`src/rtl/qfr_pkg.sv`:
```
// shared constants, status codes and pipeline control type for the quadratic factor reflector
package qfr_pkg;

    localparam int FRAC_BITS_DEF = 16;
    localparam int WORD_BITS_DEF = 32;

    localparam logic [1:0] ST_OK   = 2'd0;
    localparam logic [1:0] ST_SAT  = 2'd1;
    localparam logic [1:0] ST_DIVZ = 2'd2;

    // per-cell pipeline control
    typedef struct packed {
        logic en;
        logic vld;
    } qfr_ctl_t;

endpackage

```
`src/rtl/qfr_sqrt_cell.sv`:
```
// one restoring square-root step per cell, with side payload carried along
module qfr_sqrt_cell import qfr_pkg::*; #(
    parameter int RW = WORD_BITS_DEF + 1,
    parameter int SW = 1
) (
    input  logic              aclk,
    input  logic              aresetn,
    input  qfr_ctl_t          ctl_i,
    input  logic [RW+3:0]     rem_i,
    input  logic [RW-1:0]     root_i,
    input  logic [2*RW-1:0]   rad_i,
    input  logic [SW-1:0]     side_i,
    output logic              vld_o,
    output logic [RW+3:0]     rem_o,
    output logic [RW-1:0]     root_o,
    output logic [2*RW-1:0]   rad_o,
    output logic [SW-1:0]     side_o
);

    logic [RW+3:0]   cur;
    logic [RW+3:0]   trial;
    logic            ge;
    logic [RW+3:0]   rem_next;
    logic [RW-1:0]   root_next;
    logic [2*RW-1:0] rad_next;
    logic            vld_reg;
    logic [RW+3:0]   rem_reg;
    logic [RW-1:0]   root_reg;
    logic [2*RW-1:0] rad_reg;
    logic [SW-1:0]   side_reg;

    always_comb begin
        cur       = {rem_i[RW+1:0], rad_i[2*RW-1 -: 2]};
        trial     = {2'b00, root_i, 2'b01};
        ge        = (cur >= trial);
        rem_next  = ge ? (cur - trial) : cur;
        root_next = {root_i[RW-2:0], ge};
        rad_next  = {rad_i[2*RW-3:0], 2'b00};
    end

    always_ff @(posedge aclk) begin
        if (!aresetn) begin
            vld_reg <= 1'b0;
        end else if (ctl_i.en) begin
            vld_reg <= ctl_i.vld;
        end
    end

    always_ff @(posedge aclk) begin
        if (ctl_i.en) begin
            rem_reg  <= rem_next;
            root_reg <= root_next;
            rad_reg  <= rad_next;
            side_reg <= side_i;
        end
    end

    assign vld_o  = vld_reg;
    assign rem_o  = rem_reg;
    assign root_o = root_reg;
    assign rad_o  = rad_reg;
    assign side_o = side_reg;

endmodule

```
`config.mk`:
```
export PLATFORM = sky130hd
export DESIGN_NAME = qfr_sqrt_cell
export DESIGN_NICKNAME = d
export VERILOG_FILES = /design/src/rtl/qfr_pkg.sv /design/src/rtl/qfr_sqrt_cell.sv
export SDC_FILE = /design/constraint.sdc
export NUM_CORES = 1
export LEC_CHECK = 0
export ABC_AREA = 1
export BUFFER_PORTS_ARGS = -buffer_cell sky130_fd_sc_hd__clkbuf_2
export CORE_MARGIN = 2
export CORE_UTILIZATION = 45
export DETAILED_ROUTE_END_ITERATION = 6
export GPL_ROUTABILITY_DRIVEN = 0
export GPL_TIMING_DRIVEN = 1
export PLACE_DENSITY = 0.74
export SYNTH_ARGS = -nofsm -noshare
export SYNTH_HDL_FRONTEND = slang
export SYNTH_SLANG_ARGS = --single-unit
export TNS_END_PERCENT = 5
```
`constraint.sdc`:
```
create_clock -name aclk -period 5.4 [get_ports aclk]
set_input_delay 0.54 -clock aclk [delete_from_list [all_inputs] [get_ports aclk]]
set_output_delay 0.54 -clock aclk [all_outputs]
set_load 0.02 [all_outputs]
```
==> results.cfg <==
[outcome]
status = finished clean

[place]
dp_hpwl_um = 15800
place_inst = 1342
io_buffers = 274
dpl_cell_area_um2 = 9070

[global_routing]
grtUsageTotal_pct = 22.8
grt-ovfl-total = 0
grt_pass1_wl_um = 31100
grt_max_degree = 96
grt_pass1_vias = 6167
antenna_found_initial = 0

[logic_synthesis]
yosys_warnings = 0
synth_area_um2 = 7490
synth_cell_types = 30
syn_area_per_cell_um2 = 8.77
synth-seq-cells = 136
ys_seq_area_share_pct = 54.4
synthCells = 854

[floorplanning]
start_util_pct = 45.6
std_cell_rows = 47
die_area_um2 = 17700
die_y_um = 133
die_w_um = 133
core_area_um2 = 16400
pin_count = 279

[critical_path]
end_kind = flip-flop
critPathMaxFanout = 36
crit_type = in -> reg
cp.required_ns = 5.53
worstPathArrival_ns = 2.53
cp-start-kind = primary input

[finish]
final_cells = 1374
final_common_cell = nand2_1
final_cell_mix = nand2_1, clkbuf_2, inv_1
nNetsFinal = 1317
antenna_cells = 0
n_fill_cell = 1428
syn_to_final_growth_pct = 28.6
drive_gt1_share_pct = 28.6
final_area_um2 = 9630

[timing]
fin_crit_sh_pct = 44.4
hold_viol = 0
rsz0062_at_grt = no
worst_slew_pin_slew_ns = 0.836
setup-violations-final = 0
maxSlewViolCount = 0
finClkSkew_ns = 0
period_minus_slack_ns = 2.40
slew_headroom_pct = 44.3
max_freq_mhz = 417
setup_tns_ns = 0

[route]
ant_nets = 0
top_layer_used = met4
vias = 6509
first_pass_iters = 5
wirelength_um = 20300
via_per_inst = 4.74
wl_met3_um = 1340
wire_per_inst_um = 14.8
drt-met1-wl_um = 8160
wl_met2_um = 10300
drt_iter0_markers = 493
drc = 0

[pwr]
p_total_mw = 3.11
leakagePower_nw = 5.00
p_per_area_nw_per_um2 = 323
vdd_drop_max_mv = 0.207

[clock_network]
cts_tree = yes
clock_latency_ns = 0.43
root_buffer = clkbuf_16
cts_inserted_buffers = 17
cts.clk_slew.worst_paths_ns = 0.06
post_cts_resized = 0
cts_max_level = 4
cts_hold_buf = 0
clock_sinks = 136
clock_path_buffers = 2
postCtsSetupBuffers = 0

[worst_hold_path]
hold_class = in -> reg

[job]
maxCapViolCount = 0
==> per-stage QoR <==
stage	utilization [%]	hold WS, ns	worst slack (ns)
floorplan	-	0.606	3.21
global placement	55.3	0.527	2.55
detailed placement	55.3	0.527	2.55
CTS	58.7	0.278	2.98
global route	58.7	0.267	2.79
finish	58.7	0.284	3.00
==> routing by layer <==
metal | global-route usage [%] | vias up
met3 | 4.79 | 37
met2 | 41.0 | 273
li1 | - | 3290
met5 | 0 | -
met4 | 8.78 | 0
met1 | 26.7 | 2909
==> logic make-up (layout without fill, tap and decap cells) <==
| kind of cell | Yosys count | after routing | synth area share [%] |
|---|---|---|---|
| compound gates | 37 | 37 | 2.64 |
| xor+xnor | 18 | 18 | 2.11 |
| fa+ha+maj | 35 | 35 | 5.85 |
| buf+inv | 153 | 452 | 8.37 |
| flops | 136 | 136 | 54.4 |
| other cells | 1 | 2 | 0.0501 |
| simple gates | 474 | 474 | 26.6 |
==> final timing paths <==
check	startpoint	end	slack [ns]	depth (start not counted)
worst max-delay path	root_i[9]	rem_o[36]$_DFFE_PP_	3.00	13
worst min-delay path	rad_i[8]	rad_o[10]$_DFFE_PP_	0.28	1
worst max register to register	vld_o$_SDFFE_PN0P_	vld_o$_SDFFE_PN0P_	4.75	2
worst min register to register	vld_o$_SDFFE_PN0P_	vld_o$_SDFFE_PN0P_	0.55	2
==> final cells by class <==
| cell class | instances | area (um2) | area share [%] |
|---|---|---|---|
| Sequential cell | 136 | 4070 | 42.3 |
| Multi-Input combinational cell | 566 | 2790 | 29.0 |
| Timing Repair Buffer | 276 | 1390 | 14.5 |
| Inverter | 144 | 541 | 5.61 |
| Clock buffer | 18 | 429 | 4.46 |
| Tap cell | 220 | 275 | 2.86 |
| Clock inverter | 14 | 130 | 1.35 |
==> where the power goes <==
group	internal [mW]	leakage (nW)	switching, mW
clock	0.606	0.268	0.498
sequential	1.29	1.33	0.0290
combinational	0.227	3.40	0.461
==> sequential cells by signal, summed over array words and instances (netlist names) <==
signal and count:
rad_o 64, rem_o 37, root_o 33, side_o 1, vld_o 1
==> synth_stat cells <==
library cell	number	area [um2]
nand2_1	327	1230
buf_4	3	22.5
nor3_1	8	40.0
buf_2	2	10.0
o21ai_0	6	30.0
and3_1	1	6.26
xor2_1	17	149
nand3b_1	11	82.6
nand3_2	12	120
buf_12	1	20.0
nand4_1	6	37.5
o21ai_1	1	5.00
nand3_1	26	130
and2_1	2	12.5
nand2_2	4	25.0
buf_6	3	33.8
or2_1	1	6.26
clkinv_1	1	3.75
a21o_1	1	7.51
xnor2_1	1	8.76
o21bai_1	4	30.0
a21oi_1	25	125
conb_1	1	3.75
nor2_1	70	263
inv_2	1	3.75
inv_1	142	533
ha_1	35	438
dfxtp_1	1	20.0
nor2_2	6	37.5
edfxtp_1	135	4050
==> critical path, stage by stage <==
cell and delay, ns:
clkbuf_2 0.10, inv_1 0.05, ha_1 0.32, nand2_1 0.16, inv_1 0.05, a21oi_1 0.25
nand2_1 0.09, nand2_1 0.08, nand3_2 0.12, nand3_2 0.10, nand2_2 0.05, inv_2 0.47
a21oi_1 0.14
(Power assumes the default switching activity.)
