File: src/rtl/qfr_pkg.sv
// shared constants, status codes and pipeline control type for the quadratic factor reflector
package qfr_pkg;

    localparam int FRAC_BITS_DEF = 16;
    localparam int WORD_BITS_DEF = 32;

    localparam logic [1:0] ST_OK   = 2'd0;
    localparam logic [1:0] ST_SAT  = 2'd1;
    localparam logic [1:0] ST_DIVZ = 2'd2;

    // per-cell pipeline control
    typedef struct packed {
        logic en;
        logic vld;
    } qfr_ctl_t;

endpackage

File: src/rtl/qfr_div_cell.sv
// one restoring division step per cell on two lanes, with side payload carried along
module qfr_div_cell import qfr_pkg::*; #(
    parameter int NW  = 2 * WORD_BITS_DEF,
    parameter int DVW = WORD_BITS_DEF + 2,
    parameter int SW  = 1
) (
    input  logic            aclk,
    input  logic            aresetn,
    input  qfr_ctl_t        ctl_i,
    input  logic [NW-1:0]   acc_a_i,
    input  logic [DVW-1:0]  rem_a_i,
    input  logic [DVW-1:0]  dvs_a_i,
    input  logic [NW-1:0]   acc_b_i,
    input  logic [DVW-1:0]  rem_b_i,
    input  logic [DVW-1:0]  dvs_b_i,
    input  logic [SW-1:0]   side_i,
    output logic            vld_o,
    output logic [NW-1:0]   acc_a_o,
    output logic [DVW-1:0]  rem_a_o,
    output logic [DVW-1:0]  dvs_a_o,
    output logic [NW-1:0]   acc_b_o,
    output logic [DVW-1:0]  rem_b_o,
    output logic [DVW-1:0]  dvs_b_o,
    output logic [SW-1:0]   side_o
);

    logic [DVW:0]   cur_a, cur_b, dif_a, dif_b;
    logic           ge_a, ge_b;
    logic           vld_reg;
    logic [NW-1:0]  acc_a_reg, acc_b_reg;
    logic [DVW-1:0] rem_a_reg, rem_b_reg, dvs_a_reg, dvs_b_reg;
    logic [SW-1:0]  side_reg;

    // shift next dividend bit into the partial remainder, quotient bit enters at the bottom
    always_comb begin
        cur_a = {rem_a_i, acc_a_i[NW-1]};
        cur_b = {rem_b_i, acc_b_i[NW-1]};
        ge_a  = (cur_a >= {1'b0, dvs_a_i});
        ge_b  = (cur_b >= {1'b0, dvs_b_i});
        dif_a = cur_a - {1'b0, dvs_a_i};
        dif_b = cur_b - {1'b0, dvs_b_i};
    end

    always_ff @(posedge aclk) begin
        if (!aresetn) begin
            vld_reg <= 1'b0;
        end else if (ctl_i.en) begin
            vld_reg <= ctl_i.vld;
        end
    end

    always_ff @(posedge aclk) begin
        if (ctl_i.en) begin
            acc_a_reg <= {acc_a_i[NW-2:0], ge_a};
            acc_b_reg <= {acc_b_i[NW-2:0], ge_b};
            rem_a_reg <= ge_a ? dif_a[DVW-1:0] : cur_a[DVW-1:0];
            rem_b_reg <= ge_b ? dif_b[DVW-1:0] : cur_b[DVW-1:0];
            dvs_a_reg <= dvs_a_i;
            dvs_b_reg <= dvs_b_i;
            side_reg  <= side_i;
        end
    end

    assign vld_o   = vld_reg;
    assign acc_a_o = acc_a_reg;
    assign rem_a_o = rem_a_reg;
    assign dvs_a_o = dvs_a_reg;
    assign acc_b_o = acc_b_reg;
    assign rem_b_o = rem_b_reg;
    assign dvs_b_o = dvs_b_reg;
    assign side_o  = side_reg;

endmodule
File: config.mk
export PLATFORM = sky130hd
export DESIGN_NAME = qfr_div_cell
export DESIGN_NICKNAME = d
export VERILOG_FILES = /design/src/rtl/qfr_pkg.sv /design/src/rtl/qfr_div_cell.sv
export SDC_FILE = /design/constraint.sdc
export NUM_CORES = 1
export LEC_CHECK = 0
export BUFFER_PORTS_ARGS = -buffer_cell sky130_fd_sc_hd__buf_2
export CORE_AREA = 8 8 203 205
export CTS_BUF_LIST = sky130_fd_sc_hd__clkbuf_16
export CTS_CLUSTER_DIAMETER = 30
export DETAILED_ROUTE_END_ITERATION = 16
export DIE_AREA = 0 0 211 213
export GPL_TIMING_DRIVEN = 0
export PLACE_DENSITY_LB_ADDON = 0.08
export SYNTH_ARGS = -nofsm -noshare
export SYNTH_HDL_FRONTEND = slang
export SYNTH_SLANG_ARGS = --single-unit
File: constraint.sdc
create_clock -name aclk -period 6.6 [get_ports aclk]
set_input_delay 1.32 -clock aclk [delete_from_list [all_inputs] [get_ports aclk]]
set_output_delay 1.32 -clock aclk [all_outputs]
set_load 0.02 [all_outputs]
==> results.ini <==
[finish]
fill_cells = 3589
final_area_sq_um = 18500
drive_above_1_share = 0.416
fin_cells = 2182
fin_nets = 1937
utilization = 0.485
syn2layout_area_growth_pct = 46.6

[critical_path]
critPathArrivalTime_ns = 4.68
critPathLaunchType = input port
crit_fanout = 4
cpLargestDelayFamily = compound AO/OA/AOI/OAI gates
path_buf_inv = 3
required_ns = 7.00
cp_slowest_cell = o31ai_1
crit_type = in2reg
crit_path_end_kind = register
crit_chain = buf_2 -> inv_1 -> ha_1 -> inv_1 -> fa_1 -> a211oi_1 -> o21ai_0 -> a21oi_1 -> o22ai_1 -> o31ai_1 -> a21oi_1 -> a41oi_1 -> mux2_2 -> o2111ai_1
cpPeakStageDelay_ns = 0.43

[clocking]
postCtsSetupBuffers = 0
clk_pin_slew_ns = 0.04
cts_sinks = 266
clockBufferDepth = 3
root_buffer = clkbuf_16
clock_latency_ns = 0.55
cts_tree = built
cts-resized-gates = 0
cts_hold_buf = 0
cts_buffers = 73
htreeDepth = 3

[synthesis]
syn_nets = 1326
yosysTopAreaCell = edfxtp_1
yosys_warnings = 0
synth_top_area_share = 0.631
syn_inst = 987
synth-seq-cells = 266
async_reset_ff_frac = 0
synth_ff_type = edfxtp_1
synth_edf_count = 265
synth_area_leaders = edfxtp_1 (63%), ha_1 (6.8%), a21oi_1 (3.5%), inv_1 (2.7%), o21ai_0 (2.5%)
syn-cell-area_sq_um = 12600
seq_area_frac_synth = 0.633
syn_area_per_cell_sq_um = 12.8
synth_cell_types = 67

[floorplan]
dieHeight_um = 213
core_area_sq_um = 38100
start_util = 0.331
die-area_sq_um = 44900
fp.dieW_um = 211
rows = 72
io_pins = 535

[placed_design]
io_buffers = 534
place_congestion = 0.850
place_area_sq_um = 16000
pre_cts_slack_ns = 1.83
post-dp-hpwl_um = 34500
dpl.cell_count = 2041

[route]
drc = 0
drt-initial-drc-count = 543
drt_pass1_iterations = 5
postRouteAntennaNets = 0
route.vias.total = 10200
wl_per_cell_um = 20.0
drt_wl_total_um = 43500
viasPerCell = 4.68

[sta]
layout_setup_ws_ns = 2.32
setup_violations = 0
finalCritPeriodShare = 0.648
slew_violations = 0
fin_skew_ns = 0
finalHoldViolCount = 0
rsz0062_at_grt = false
min_period_ns = 4.28
worst_pin_slew_ns = 0.615
max_slew_margin = 0.586
setup_tns_ns = 0
max_freq_mhz = 234
timing.hold.ws_ns = 0.513

[grt]
grt_pass1_vias = 10600
grt_pass1_wl_um = 62600
grt_max_degree = 117
use_met3 = 0.0628
grt_overflow = 0
antenna_found_initial = 12
busiest_layer = met2
use_met1 = 0.207
gr-usage-all-layers = 0.183
grt_use_met2 = 0.318

[outcome]
status = completed

[min_path]
hold_class = reg2reg

[power_and_ir_drop]
p_leak_nw = 8.28
p_total_mw = 6.61
vdd_drop_max_uv = 221
powerDensity_nw_per_um2 = 358

[run]
drv_cap = 0

==> layout make-up <==
type                       count  area, sq um  area share
sequential                   266         7980       0.432
multi-input combinational    606         4150       0.225
timing repair buffer         536         2740       0.148
clock buffer                  75         1880       0.102
tap                          518          648      0.0351
clock inverter                58          587      0.0318
inverter                      90          338      0.0183
buffer                        25          135     0.00732
antenna                        8         20.0     0.00108
==> cells in the mapped netlist (10+ instances only) <==
cell	instances
nand2_1	68
nand3_1	21
a21oi_1	87
xnor2_1	31
edfxtp_1	265
ha_1	68
mux2_2	13
clkbuf_1	12
xor2_1	24
a211oi_1	10
o21ai_0	63
o21bai_1	14
and3_1	12
nand4_1	10
nor2_1	55
inv_1	89
a21o_1	29
==> path summary, 6_finish.rpt <==
kind / from / endpoint / slack [ns] / cells after the start
max: acc_b_i[63] / rem_b_o[30] / 2.32 / 14
min: vld_o / vld_o / 0.51 / 2
max reg2reg: vld_o / vld_o / 6.02 / 2
min reg2reg: vld_o / vld_o / 0.51 / 2
==> placed cells by master, fill, tap and decap left out, types with 3 or more instances in the layout <==
cell	instances
clkinv_1	14
clkinvlp_4	8
nor2_1	55
nand2b_1	6
nand3b_1	6
inv_1	94
nand2_1	68
clkbuf_16	75
a311oi_1	4
a31oi_1	7
o31ai_1	7
mux2_2	13
nand3_1	21
nand4_1	10
inv_6	5
bufinv_16	9
a21o_1	29
xnor2_1	31
o21ai_0	63
o21a_1	5
buf_4	5
and3_1	12
diode_2	8
o21bai_1	14
clkbuf_1	12
clkinv_4	3
nor2b_1	9
a21oi_1	87
and2_1	4
a211oi_1	10
clkinv_8	4
edfxtp_1	265
clkinv_2	10
or3_1	4
buf_2	538
nor3_1	7
xor2_1	24
ha_1	68
==> worst min-delay path: stages (launching register included) <==
cell,delay (ns)
dfxtp_1,0.31
mux2i_1,0.06
nor2b_1,0.10
==> state kept, by name (all words and copies together) (netlist names) <==
register  count
rem_b_o      34
acc_a_o      64
rem_a_o      34
dvs_b_o      34
side_o        1
dvs_a_o      34
acc_b_o      64
vld_o         1
==> power by group <==
part	leakage, nW	internal, mW	switching [mW]	total [mW]
registers	2.60	2.07	0.0386	2.11
clock network	1.20	2.41	1.07	3.48
logic	4.47	0.371	0.653	1.02
==> logic make-up (layout without fill, tap and decap cells) <==
| logic type | after synthesis | after routing | synth area share |
|---|---|---|---|
| flip-flops | 266 | 266 | 0.633 |
| other | 0 | 8 | 0 |
| buffers and inverters | 115 | 784 | 0.0375 |
| adder cells (fa/ha/maj) | 70 | 70 | 0.0707 |
| AND/OR/NAND/NOR | 210 | 210 | 0.0788 |
| XOR/XNOR | 55 | 55 | 0.0382 |
| multiplexers | 16 | 16 | 0.0144 |
| AO/OA/AOI/OAI | 255 | 255 | 0.127 |
==> routing by layer <==
metal	part of all wire	wire length [um]
met4	0.018	785
met3	0.084	3650
met1	0.39	16900
met2	0.51	22200
met5	0.0012	53
No activity file was read; power rests on OpenSTA's default activity.
